## config.mk

```make
export PLATFORM = sky130hd
export DESIGN_NAME = tct_front_flat
export DESIGN_NICKNAME = d
export VERILOG_FILES = /design/src/hw/rtl/tct_pkg.sv /design/src/hw/rtl/tct_if.sv /design/src/hw/rtl/tct_front.sv /design/src/flat_wrapper.sv
export SDC_FILE = /design/constraint.sdc
export NUM_CORES = 1
export LEC_CHECK = 0
export ABC_AREA = 1
export BUFFER_PORTS_ARGS = -buffer_cell sky130_fd_sc_hd__buf_2
export CORE_AREA = 2 2 245 247
export DETAILED_ROUTE_END_ITERATION = 10
export DIE_AREA = 0 0 247 249
export GPL_TIMING_DRIVEN = 0
export PLACE_DENSITY = 0.72
export SYNTH_ARGS = -nofsm -noshare
export SYNTH_HDL_FRONTEND = slang
export SYNTH_SLANG_ARGS = --single-unit
```

## constraint.sdc

```tcl
create_clock -name clk -period 19.46 [get_ports clk]
set_input_delay 1.946 -clock clk [delete_from_list [all_inputs] [get_ports clk]]
set_output_delay 1.946 -clock clk [all_outputs]
set_load 0.01 [all_outputs]
```

## src/hw/rtl/tct_pkg.sv

```systemverilog
package tct_pkg;

  typedef enum logic [2:0] {
    ST_SYN_SENT     = 3'd0,
    ST_SYN_RECEIVED = 3'd1,
    ST_ESTABLISHED  = 3'd2,
    ST_FIN_SEEN     = 3'd3,
    ST_CLOSED       = 3'd4
  } tcp_state_t;

  typedef struct packed {
    logic        is_ipv6;
    logic [63:0] src_addr_hi;
    logic [63:0] src_addr_lo;
    logic [63:0] dst_addr_hi;
    logic [63:0] dst_addr_lo;
    logic [15:0] sport;
    logic [15:0] dport;
    logic        flag_syn;
    logic        flag_ack;
    logic        flag_fin;
    logic        flag_rst;
    logic [15:0] packet_length;
  } pkt_t;

  typedef struct packed {
    logic [6:0]  entry_index;
    logic        was_found;
    logic        was_created;
    logic        table_full;
    logic [2:0]  prior_state;
    logic [2:0]  new_state;
    logic [63:0] byte_total;
    logic [7:0]  flow_count;
  } res_t;

  typedef enum logic [2:0] {
    BK_IDLE,
    BK_SEARCH,
    BK_READ,
    BK_UPDATE,
    BK_OUT
  } bk_state_t;

  function automatic logic [2:0] next_tcp_state(logic [2:0] s, logic syn, logic ack,
                                                logic fin, logic rst);
    logic [2:0] n;
    n = s;
    case (s)
      ST_SYN_SENT:     if (syn && ack) n = ST_SYN_RECEIVED;
      ST_SYN_RECEIVED: if (ack && !syn) n = ST_ESTABLISHED;
      ST_ESTABLISHED: begin
        if (fin) n = ST_FIN_SEEN;
        else if (rst) n = ST_CLOSED;
      end
      ST_FIN_SEEN:     if (ack) n = ST_CLOSED;
      default:         n = s;
    endcase
    return n;
  endfunction

endpackage

```

## src/hw/rtl/tct_if.sv

```systemverilog
interface tct_pkt_if;
  import tct_pkg::*;
  logic valid;
  logic ready;
  pkt_t data;
  modport source (output valid, output data, input ready);
  modport sink (input valid, input data, output ready);
endinterface


```

## src/hw/rtl/tct_front.sv

```systemverilog
// Two-entry packet queue with registered output.
module tct_front import tct_pkg::*; (
  input  logic clk,
  input  logic rst_n,
  tct_pkt_if.sink   in_pkt,
  tct_pkt_if.source q_pkt
);
  pkt_t       buf_r [2];
  logic       wp_r, wp_nxt, rp_r, rp_nxt;
  logic [1:0] cnt_r, cnt_nxt;
  logic       push, pop;

  assign in_pkt.ready = (cnt_r != 2'd2);
  assign push = in_pkt.valid && in_pkt.ready;
  assign q_pkt.valid = (cnt_r != 2'd0);
  assign q_pkt.data = buf_r[rp_r];
  assign pop = q_pkt.valid && q_pkt.ready;

  always_comb begin
    wp_nxt = wp_r ^ push;
    rp_nxt = rp_r ^ pop;
    cnt_nxt = cnt_r + {1'b0, push} - {1'b0, pop};
  end

  always_ff @(posedge clk) begin
    if (!rst_n) begin
      wp_r <= 1'b0;
      rp_r <= 1'b0;
      cnt_r <= 2'd0;
    end else begin
      wp_r <= wp_nxt;
      rp_r <= rp_nxt;
      cnt_r <= cnt_nxt;
    end
    if (push) buf_r[wp_r] <= in_pkt.data;
  end
endmodule

```

## src/flat_wrapper.sv

```systemverilog
// flat-port wrapper written by rule: the top's interface ports become plain ports
module tct_front_flat import tct_pkg::*;
  (clk, rst_n, in_pkt_valid, in_pkt_data, in_pkt_ready, q_pkt_valid, q_pkt_data, q_pkt_ready);
  tct_pkt_if in_pkt_i ();
  tct_pkt_if q_pkt_i ();
  input  logic clk;
  input  logic rst_n;
  input wire logic [$bits(in_pkt_i.valid)-1:0] in_pkt_valid;
  input wire logic [$bits(in_pkt_i.data)-1:0] in_pkt_data;
  output wire logic [$bits(in_pkt_i.ready)-1:0] in_pkt_ready;
  output wire logic [$bits(q_pkt_i.valid)-1:0] q_pkt_valid;
  output wire logic [$bits(q_pkt_i.data)-1:0] q_pkt_data;
  input wire logic [$bits(q_pkt_i.ready)-1:0] q_pkt_ready;
  assign in_pkt_i.valid = in_pkt_valid;
  assign in_pkt_i.data = in_pkt_data;
  assign in_pkt_ready = in_pkt_i.ready;
  assign q_pkt_valid = q_pkt_i.valid;
  assign q_pkt_data = q_pkt_i.data;
  assign q_pkt_i.ready = q_pkt_ready;
  tct_front u_core (.clk(clk), .rst_n(rst_n), .in_pkt(in_pkt_i), .q_pkt(q_pkt_i));
endmodule
```

==> results of run 1 <==
## worst max-delay path, stage by stage (launching register included)
cell	delay, ns
dfxtp_1	0.33
buf_2	0.42
buf_2	0.46
mux2_2	0.44
buf_2	0.15
## cell type report
cell class                      instances  area (µm²)
Clock inverter                         43         410
Fill cell                            4819       29300
Inverter                                9        33.8
Antenna cell                            6        15.0
Clock buffer                           77        1690
Sequential cell                       623       18700
Tap cell                              773         967
Multi-Input combinational cell        331        4010
Timing Repair Buffer                  633        3390
Buffer                                 34         241
## placed cells by master, fill, tap and decap left out, types with 7 or more instances in the layout
cell type  synthesis  final
buf_2             22    645
edfxtp_1         618    618
mux2_2           209    209
mux2_4           100    100
clkbuf_16          0     66
clkinv_1           0     15
buf_6             11     11
clkbuf_1           0     11
buf_16             0     10
inv_1              9      9
clkinv_2           0      8
nand2_1            7      7
nor2_1             7      7
inv_6              0      7
## how the worst max path moves through the flow
stage / endpoint / slack [ns] / cells after the start
2_1_floorplan: u_core.buf_r[1][0]$_DFFE_PP_ / 9.35 / 2
3_3_place_gp: u_core.buf_r[1][140]$_DFFE_PP_ / 5.29 / 3
3_5_place_dp: u_core.buf_r[1][160]$_DFFE_PP_ / 14.60 / 6
4_1_cts: q_pkt_data[160] / 14.95 / 4
5_1_grt: q_pkt_data[160] / 14.93 / 4
6_report: q_pkt_data[160] / 15.10 / 4
## metrics by stage
stage	utilization, %	worst slack, ns	std cells	instance area, µm²
2_1_floorplan	-	9.35	997	22900
3_3_place_gp	46.0	5.29	2393	27000
3_5_place_dp	46.5	14.60	2403	27300
4_1_cts	50.1	14.95	2523	29400
5_1_grt	50.1	14.93	2527	29400
6_report	50.1	15.10	2529	29400
## flip-flops by register name (all words and copies together), names as in the netlist, named ones only
register and cells:
u_core.wp_r 1, u_core.buf_r 618, u_core.rp_r 1, u_core.cnt_r 2
## power groups by stage
stage               Clock, mW  Sequential, mW  Combinational [mW]
global placement            0            1.92               0.927
CTS                      1.25            1.77               0.978
floorplan                   0            1.87               0.562
detailed placement          0            1.80               0.974
global route             1.30            1.79                1.03
finish                   1.21            1.77               0.957
## Yosys cell counts
cell / count / area, µm²
edfxtp_1: 618 / 18600
mux2_2: 209 / 2350
mux2_4: 100 / 1500
buf_2: 22 / 110
buf_6: 11 / 124
inv_1: 9 / 33.8
nand2_1: 7 / 26.3
nor2_1: 7 / 26.3
dfxtp_1: 5 / 100
ha_1: 4 / 50.1
nand3_1: 2 / 10.0
a21boi_0: 1 / 7.51
a21oi_1: 1 / 5.00
buf_4: 1 / 7.51
## kinds of logic after synthesis
group,Yosys count
buffers and inverters,43
adders and majority gates,4
DFF,623
muxes,309
AOI/OAI and AO/OA,2
and+or+nand+nor,16
## metal layers
layer	share of wire (%)	GRT usage, %	vias up
li1	-	-	5406
met1	35	17.3	5878
met2	52	29.0	499
met3	9.6	5.90	108
met4	3.5	7.68	16
met5	0.20	0	-
==> impl_metrics.env, run 1 <==
export IMPL_outcome="completed"
export IMPL_cts_setup_buffers=0
export IMPL_drc=0
export IMPL_start_kind="flip-flop"
export IMPL_power_density_nw_per_um2=134
export IMPL_p_clk_share_pct=30.7
export IMPL_num_rows=89
export IMPL_synth_compound_area_share_pct=0.0546
export IMPL_htreeDepth=3
export IMPL_period_share_pct=22.4
export IMPL_synthAdderAreaFrac_pct=0.218
export IMPL_post_cts_resize_count=0
export IMPL_cts_sinks=623
export IMPL_overflow=0
export IMPL_synthXorXnorAreaFrac_pct=0
export IMPL_port_buffers=623
export IMPL_drive_gt1_share_pct=61.3
export IMPL_p_comb_share_pct=24.3
export IMPL_initial_utilization_pct=39.0
export IMPL_hold_start="u_core.rp_r$_SDFF_PN0_"
export IMPL_irDropWorstVdd_v=0.0000989
export IMPL_worstReg2RegEnd="u_core.buf_r[1][273]$_DFFE_PP_"
export IMPL_final_nets=2015
export IMPL_path_class="flip-flop to output pin"
export IMPL_io_pins=624
export IMPL_syn_instance_count=997
export IMPL_grt_max_degree=66
export IMPL_max_freq_mhz=230
export IMPL_clk_path_buf_depth=3
export IMPL_first_pass_iters=4
export IMPL_grt_pass1_vias=12700
export IMPL_routabilityCongestion=0.786
export IMPL_cts_clk_slew_worst_paths_ns=0.06
export IMPL_maxCapViolations=0
export IMPL_synth_simple_area_share_pct=0.273
export IMPL_reg2regPathDepth=6
export IMPL_grt_pass1_wl_um=75200
export IMPL_setup_worst_path_end_class="output pin"
export IMPL_critical_path_required_ns=17.51
export IMPL_drtAntennaViolNets=0
export IMPL_drtIter0Drc=547
export IMPL_core_area_um2=58700
export IMPL_die_h_um=249
export IMPL_pwr_share_seq_pct=45.0
export IMPL_grt_usage_pct=16.4
export IMPL_die_area_um2=61500
export IMPL_swShare_pct=27.6
export IMPL_hold_buffers=0
export IMPL_p_leak_nw=11.2
export IMPL_rsz0062_at_grt="no"
export IMPL_finalMaxSlewViolations=0
export IMPL_ys_seq_area_share_pct=81.4
export IMPL_die_x_um=247
export IMPL_cts_tree="yes"
export IMPL_syn_avg_cell_area_um2=23.0
export IMPL_holdWs_ns=0.529
export IMPL_synth_top_family_by_area="multiplexers"
export IMPL_relSlewSlack_pct=46.6
export IMPL_setup_violations=0
export IMPL_path_max_fanout=10
export IMPL_syn2layout_area_growth_pct=28.4
export IMPL_insertion_delay_ns=0.59
export IMPL_reg2reg_slack_ns=16.27
export IMPL_reg2reg_from="u_core.cnt_r[0]$_SDFF_PN0_"
export IMPL_p_sw_mw=1.09
export IMPL_intPower_mw=2.85
export IMPL_avgViaCountPerCell=4.71
export IMPL_ys_seq_elements=623
export IMPL_whs_path_depth=2
export IMPL_wl_per_cell_um=20.6
export IMPL_syn_area_um2=22900
export IMPL_muxShareOfSynthArea_pct=16.8
export IMPL_ys_warn_count=0
export IMPL_final_hold_viol_count=0
export IMPL_ys_types=14
export IMPL_hold_class="flip-flop to flip-flop"
export IMPL_synth_nets=1314
export IMPL_root_buffer="clkbuf_16"
export IMPL_worst_slew_pin_slew_ns=0.794
export IMPL_min_period_ns=4.36
export IMPL_worstPathArrival_ns=2.41
export IMPL_power_mw=3.94
export IMPL_setup_tns_ns=0
export IMPL_numCtsBuffers=66
export IMPL_dpl_hpwl_um=37100
export IMPL_wirelength_um=52200
export IMPL_fin_worst_skew_ns=0.0135
export IMPL_num_vias=11900
export IMPL_antenna_found_initial=16
No activity file was read; power rests on OpenSTA's default activity.
==> run 2: changes to the inputs <==
--- a/config.mk
+++ b/config.mk
@@ -11,7 +11,7 @@
 export DETAILED_ROUTE_END_ITERATION = 10
 export DIE_AREA = 0 0 247 249
 export GPL_TIMING_DRIVEN = 0
-export PLACE_DENSITY = 0.72
+export PLACE_DENSITY = 0.75
 export SYNTH_ARGS = -nofsm -noshare
 export SYNTH_HDL_FRONTEND = slang
 export SYNTH_SLANG_ARGS = --single-unit
==> constraint.sdc (replaced) <==
create_clock -name clk -period 3.7 [get_ports clk]
set_input_delay 0.37 -clock clk [delete_from_list [all_inputs] [get_ports clk]]
set_output_delay 0.37 -clock clk [all_outputs]
set_load 0.01 [all_outputs]
==> impl_metrics.env, run 2 (synthesis gave the netlist of run 1 again) <==
export IMPL_drtIter0Drc=526
export IMPL_wirelength_um=57600
export IMPL_cpPeakStageDelay_ns=0.82
export IMPL_core_area_um2=58700
export IMPL_routabilityCongestion=0.775
export IMPL_path_buf_inv=3
export IMPL_numCtsBuffers=67
export IMPL_wl_per_cell_um=20.3
export IMPL_die_x_um=247
export IMPL_htreeDepth=3
export IMPL_antenna_found_initial=7
export IMPL_power_mw=21.0
export IMPL_overflow=0
export IMPL_port_buffers=623
export IMPL_cts_tree="yes"
export IMPL_die_area_um2=61500
export IMPL_period_share_pct=82.3
export IMPL_rsz0062_at_grt="no"
export IMPL_drc=0
export IMPL_setup_violations=0
export IMPL_swShare_pct=27.7
export IMPL_post_place_ws_ns=0.643
export IMPL_drtAntennaViolNets=0
export IMPL_p_clk_share_pct=30.1
export IMPL_largest_reg_flops=618
export IMPL_layout_common_cells="buf_2 (645), edfxtp_1 (618), dlygate4sd3_1 (309)"
export IMPL_hold_class="input pin to flip-flop"
export IMPL_syn2layout_area_growth_pct=41.5
export IMPL_final_hold_viol_count=0
export IMPL_grt_pass1_vias=14700
export IMPL_cts_clk_slew_worst_paths_ns=0.06
export IMPL_critical_path_required_ns=3.93
export IMPL_largestRegisters="u_core.buf_r x618, u_core.cnt_r x2"
export IMPL_min_period_ns=3.05
export IMPL_first_pass_iters=5
export IMPL_intPower_mw=15.2
export IMPL_post_cts_resize_count=0
export IMPL_critPathSlowestCell="ha_4"
export IMPL_power_density_nw_per_um2=649
export IMPL_maxCapViolations=0
export IMPL_outcome="completed"
export IMPL_regMostFlops="u_core.buf_r"
export IMPL_grt_max_degree=67
export IMPL_die_h_um=249
export IMPL_pwr_share_seq_pct=44.4
export IMPL_clk_path_buf_depth=3
export IMPL_final_core_util_pct=55.3
export IMPL_drive_gt1_share_pct=51.8
export IMPL_finalMaxSlewViolations=0
export IMPL_root_buffer="clkbuf_16"
export IMPL_worstPathArrival_ns=3.28
export IMPL_p_sw_mw=5.83
export IMPL_place_area_um2=27200
export IMPL_num_vias=13300
export IMPL_crit_top_cell="buf_16"
export IMPL_holdWs_ns=0.0639
export IMPL_cp_cell_sequence="inv_1 -> a21boi_0 -> ha_4 -> buf_16 -> buf_16"
export IMPL_grt_pass1_wl_um=84100
export IMPL_setup_slack_ns=0.654
export IMPL_path_max_fanout=66
export IMPL_num_rows=89
export IMPL_final_nets=2323
export IMPL_cts_sinks=623
export IMPL_io_pins=624
export IMPL_fin_worst_skew_ns=0.0169
export IMPL_worst_slew_pin_slew_ns=0.883
export IMPL_p_leak_nw=12.4
export IMPL_grt_usage_pct=18.1
export IMPL_dpl_hpwl_um=36100
export IMPL_setup_worst_path_end_class="flip-flop"
export IMPL_avgViaCountPerCell=4.70
export IMPL_path_class="flip-flop to flip-flop"
export IMPL_final_area_um2=32400
export IMPL_relSlewSlack_pct=41.1
export IMPL_start_kind="flip-flop"
export IMPL_max_freq_mhz=328
export IMPL_final_common_cell="buf_2"
export IMPL_critical_path_top_delay_family="adder cells"
export IMPL_p_comb_share_pct=25.4
export IMPL_initial_utilization_pct=39.0
export IMPL_insertion_delay_ns=0.57
export IMPL_irDropWorstVdd_v=0.000516
run 2: cell count changes in the layout (fill, tap and decap cells not counted), sizes merged, moves of 2 or more:
cell	delta
dlygate4sd3	+309
inv	-8
buf	-2
clkinvlp	-2
clkbuf	+9
run 2: metrics by stage:
stage,setup TNS [ns],cells
floorplan,-894.24,997
global placement,-2196.59,2393
detailed placement,0,2401
CTS,0,2829
global route,0,2832
finish,0,2835
run 2: worst paths after layout:
path / from / to / slack, ns / cells past startpoint
worst min register to register: u_core.rp_r$_SDFF_PN0_ / u_core.rp_r$_SDFF_PN0_ / 0.51 / 2
worst max-delay path: u_core.cnt_r[0]$_SDFF_PN0_ / u_core.buf_r[0][164]$_DFFE_PP_ / 0.65 / 5
worst min-delay path: in_pkt_data[270] / u_core.buf_r[1][270]$_DFFE_PP_ / 0.06 / 1
worst max register to register: u_core.cnt_r[0]$_SDFF_PN0_ / u_core.buf_r[0][164]$_DFFE_PP_ / 0.65 / 5
run 2: power groups by stage:
stage	Clock [mW]	Sequential (mW)	Combinational, mW
3_3_place_gp	0	9.75	4.84
6_report	6.34	9.35	5.35
2_1_floorplan	0	9.60	2.96
5_1_grt	6.78	9.43	5.68
4_1_cts	6.45	9.34	5.35
3_5_place_dp	0	9.48	5.06
run 2: layer usage:
metal	track usage, %	routed length, µm
met2	32.7	30100
met4	9.21	2390
met3	4.83	4400
met5	0	20
met1	19.4	20700
run 2: timing repair:
| action | in CTS | in global routing |
|---|---|---|
| hold buffers | 309 | 0 |
| buffers inserted | 0 | 0 |
| hold endpoints to repair | 618 | 0 |
run 2: area by class of cell:
type,instances,area [µm²]
clock buffer,86,1790
timing repair buffer,940,6430
inverter,9,33.8
buffer,34,241
fill,4329,26300
tap,773,967
clock inverter,33,289
antenna,6,15.0
sequential,623,18700
multi-input combinational,331,4010
==> run 3: changes to the inputs <==
--- a/config.mk
+++ b/config.mk
@@ -5,13 +5,13 @@
 export SDC_FILE = /design/constraint.sdc
 export NUM_CORES = 1
 export LEC_CHECK = 0
-export ABC_AREA = 1
+export ABC_AREA = 0
 export BUFFER_PORTS_ARGS = -buffer_cell sky130_fd_sc_hd__buf_2
-export CORE_AREA = 2 2 245 247
+export CORE_AREA = 2 2 240 242
 export DETAILED_ROUTE_END_ITERATION = 10
-export DIE_AREA = 0 0 247 249
+export DIE_AREA = 0 0 242 244
 export GPL_TIMING_DRIVEN = 0
-export PLACE_DENSITY = 0.75
+export PLACE_DENSITY = 0.74
 export SYNTH_ARGS = -nofsm -noshare
 export SYNTH_HDL_FRONTEND = slang
 export SYNTH_SLANG_ARGS = --single-unit
==> constraint.sdc (replaced) <==
create_clock -name clk -period 3.05 [get_ports clk]
set_input_delay 0.305 -clock clk [delete_from_list [all_inputs] [get_ports clk]]
set_output_delay 0.305 -clock clk [all_outputs]
set_load 0.01 [all_outputs]
==> impl_metrics.env, run 3 <==
export IMPL_outcome="completed"
export IMPL_largest_reg_flops=618
export IMPL_routabilityCongestion=0.855
export IMPL_intPower_mw=18.7
export IMPL_die_area_um2=59000
export IMPL_wirelength_um=59000
export IMPL_synthAdderAreaFrac_pct=0.218
export IMPL_p_comb_share_pct=27.4
export IMPL_layout_common_cells="buf_2 (645), edfxtp_1 (618), dlygate4sd3_1 (310)"
export IMPL_ys_warn_count=0
export IMPL_numCtsBuffers=66
export IMPL_synth_simple_area_share_pct=0.208
export IMPL_syn_instance_count=985
export IMPL_final_common_cell="buf_2"
export IMPL_synthXorXnorAreaFrac_pct=0.0983
export IMPL_die_x_um=242
export IMPL_cts_sinks=623
export IMPL_p_sw_mw=7.28
export IMPL_root_buffer="clkbuf_16"
export IMPL_synth_nets=1302
export IMPL_drc=0
export IMPL_irDropWorstVdd_v=0.000639
export IMPL_clk_path_buf_depth=3
export IMPL_holdWs_ns=0.129
export IMPL_core_area_um2=56200
export IMPL_start_kind="flip-flop"
export IMPL_num_rows=87
export IMPL_reg2regPathDepth=5
export IMPL_whs_path_depth=3
export IMPL_min_period_ns=2.71
export IMPL_setup_violations=0
export IMPL_critical_path_required_ns=2.74
export IMPL_ys_seq_area_share_pct=81.4
export IMPL_regMostFlops="u_core.buf_r"
export IMPL_hold_start="q_pkt_ready"
export IMPL_first_pass_iters=4
export IMPL_period_share_pct=88.8
export IMPL_worstReg2RegEnd="u_core.buf_r[1][261]$_DFFE_PP_"
export IMPL_worst_slew_pin_slew_ns=0.558
export IMPL_io_pins=624
export IMPL_max_freq_mhz=369
export IMPL_dpl_hpwl_um=37800
export IMPL_drtAntennaViolNets=0
export IMPL_maxCapViolations=0
export IMPL_power_density_nw_per_um2=801
export IMPL_path_max_fanout=10
export IMPL_path_class="flip-flop to output pin"
export IMPL_avgViaCountPerCell=4.76
export IMPL_largestRegisters="u_core.buf_r x618, u_core.cnt_r x2"
export IMPL_syn2layout_area_growth_pct=41.3
export IMPL_port_buffers=623
export IMPL_htreeDepth=3
export IMPL_worstPathArrival_ns=2.40
export IMPL_cts_setup_buffers=0
export IMPL_fin_worst_skew_ns=0.0160
export IMPL_synth_compound_area_share_pct=0.0328
export IMPL_synth_top_area_share_pct=81.0
export IMPL_final_nets=2313
export IMPL_reg2reg_from="u_core.cnt_r[0]$_SDFF_PN0_"
export IMPL_overflow=0
export IMPL_die_h_um=244
export IMPL_synthMostInstantiatedCell="edfxtp_1"
export IMPL_relSlewSlack_pct=62.8
export IMPL_setup_tns_ns=0
export IMPL_ys_top_cells_by_count="edfxtp_1 (618), mux2_2 (209), mux2_4 (100)"
export IMPL_muxShareOfSynthArea_pct=16.9
export IMPL_ys_async_sr_fraction_pct=0
export IMPL_multi_input_area_um2=4040
export IMPL_wl_per_cell_um=21.1
export IMPL_power_mw=25.9
export IMPL_pwr_share_seq_pct=43.8
export IMPL_hold_class="input pin to flip-flop"
export IMPL_synth_top_area_cell="edfxtp_1"
export IMPL_grt_pass1_vias=14600
export IMPL_grt_max_degree=64
export IMPL_antenna_found_initial=3
export IMPL_min_to="u_core.rp_r$_SDFF_PN0_"
export IMPL_cts_tree="yes"
export IMPL_synthFlopType="edfxtp_1"
export IMPL_ys_seq_elements=623
export IMPL_final_hold_viol_count=0
export IMPL_synth_top_family_by_area="multiplexers"
export IMPL_ys_top_cells_by_area="edfxtp_1 (81%), mux2_2 (10%), mux2_4 (6.6%), buf_6 (0.54%), buf_2 (0.48%)"
export IMPL_swShare_pct=28.1
export IMPL_rsz0062_at_grt="no"
export IMPL_ys_types=17
export IMPL_syn_area_um2=22900
export IMPL_synth_edf_count=618
export IMPL_setup_worst_path_end_class="output pin"
export IMPL_drtIter0Drc=651
export IMPL_num_fill_cells=4047
export IMPL_cts_clk_slew_worst_paths_ns=0.06
export IMPL_num_vias=13300
export IMPL_reg2reg_slack_ns=0.74
export IMPL_post_cts_resize_count=0
export IMPL_drive_gt1_share_pct=52.5
export IMPL_p_clk_share_pct=28.8
export IMPL_grt_usage_pct=19.4
export IMPL_seq_area_um2=18700
export IMPL_grt_pass1_wl_um=86600
export IMPL_syn_avg_cell_area_um2=23.3
export IMPL_p_leak_nw=12.4
export IMPL_initial_utilization_pct=40.8
export IMPL_finalMaxSlewViolations=0
export IMPL_insertion_delay_ns=0.58
-- run 3: cell types whose count changed in the layout (fill, tap and decap cells not counted), moves of 4 or more --
cell and delta:
nor2_1 -7, nand2_1 -6, clkinv_1 -8, inv_1 -6, clkinv_2 +4, diode_2 -5
-- run 3: logic make-up after synthesis --
family,count (synthesis)
flip-flops,623
buffers and inverters,37
multiplexers,311
AO/OA/AOI/OAI,1
XOR/XNOR,1
adder cells (fa/ha/maj),4
AND/OR/NAND/NOR,8
-- run 3: final cells by class --
cell class                 count  share of cell area [%]
inverter                       3                  0.0348
buffer                        34                   0.746
tap                          756                    2.92
multi-input combinational    325                    12.5
clock buffer                  82                    5.35
clock inverter                27                   0.804
sequential                   623                    57.6
timing repair buffer         943                    20.1
antenna                        1                 0.00773
-- run 3: worst max path at each step --
stage | startpoint | end | slack, ns | cells after the start
2_1_floorplan | u_core.cnt_r[0]$_SDFF_PN0_ | u_core.buf_r[1][0]$_DFFE_PP_ | -0.25 | 3
3_3_place_gp | u_core.cnt_r[0]$_SDFF_PN0_ | u_core.buf_r[0][261]$_DFFE_PP_ | -1.42 | 3
3_5_place_dp | u_core.cnt_r[0]$_SDFF_PN0_ | u_core.buf_r[1][265]$_DFFE_PP_ | 0.75 | 5
4_1_cts | flip-flop | q_pkt_data[165] | 0.20 | 4
5_1_grt | flip-flop | q_pkt_data[160] | 0.17 | 4
6_report | flip-flop | q_pkt_data[165] | 0.34 | 4
-- run 3: repair_timing --
| action | in CTS | in global routing |
|---|---|---|
| endpoints found under the setup margin | 0 | 0 |
| hold endpoints to repair | 622 | 0 |
| hold buffers | 310 | 0 |
-- run 3: power groups by stage --
| stage | Clock, mW | Combinational, mW | Sequential, mW |
|---|---|---|---|
| global placement | 0 | 6.46 | 11.6 |
| CTS | 7.64 | 7.09 | 11.3 |
| detailed placement | 0 | 6.73 | 11.5 |
| floorplan | 0 | 3.96 | 11.5 |
| finish | 7.48 | 7.10 | 11.4 |
| global route | 7.97 | 7.52 | 11.5 |
-- run 3: per-stage QoR --
stage          utilization, %  setup WS, ns  cells  cell area [µm²]
5_1_grt                  57.7         0.173   2794            32400
4_1_cts                  57.7         0.197   2793            32400
3_5_place_dp             48.6         0.751   2374            27300
3_3_place_gp             48.1         -1.42   2364            27000
6_report                 57.7         0.342   2794            32400
2_1_floorplan               -        -0.254    985            22900
-- run 3: worst max-delay path, stage by stage, from the launching register on --
cell and delay [ns]:
dfxtp_1 0.36, buf_2 0.41, buf_2 0.39, mux2_2 0.47
buf_2 0.18
-- run 3: per-layer routing --
| layer | share of wire (%) | track usage (%) | vias up |
|---|---|---|---|
| li1 | - | - | 5960 |
| met1 | 36 | 21.0 | 6589 |
| met2 | 52 | 35.0 | 621 |
| met3 | 8.2 | 5.93 | 119 |
| met4 | 3.8 | 8.90 | 2 |
| met5 | 0.014 | 0 | - |
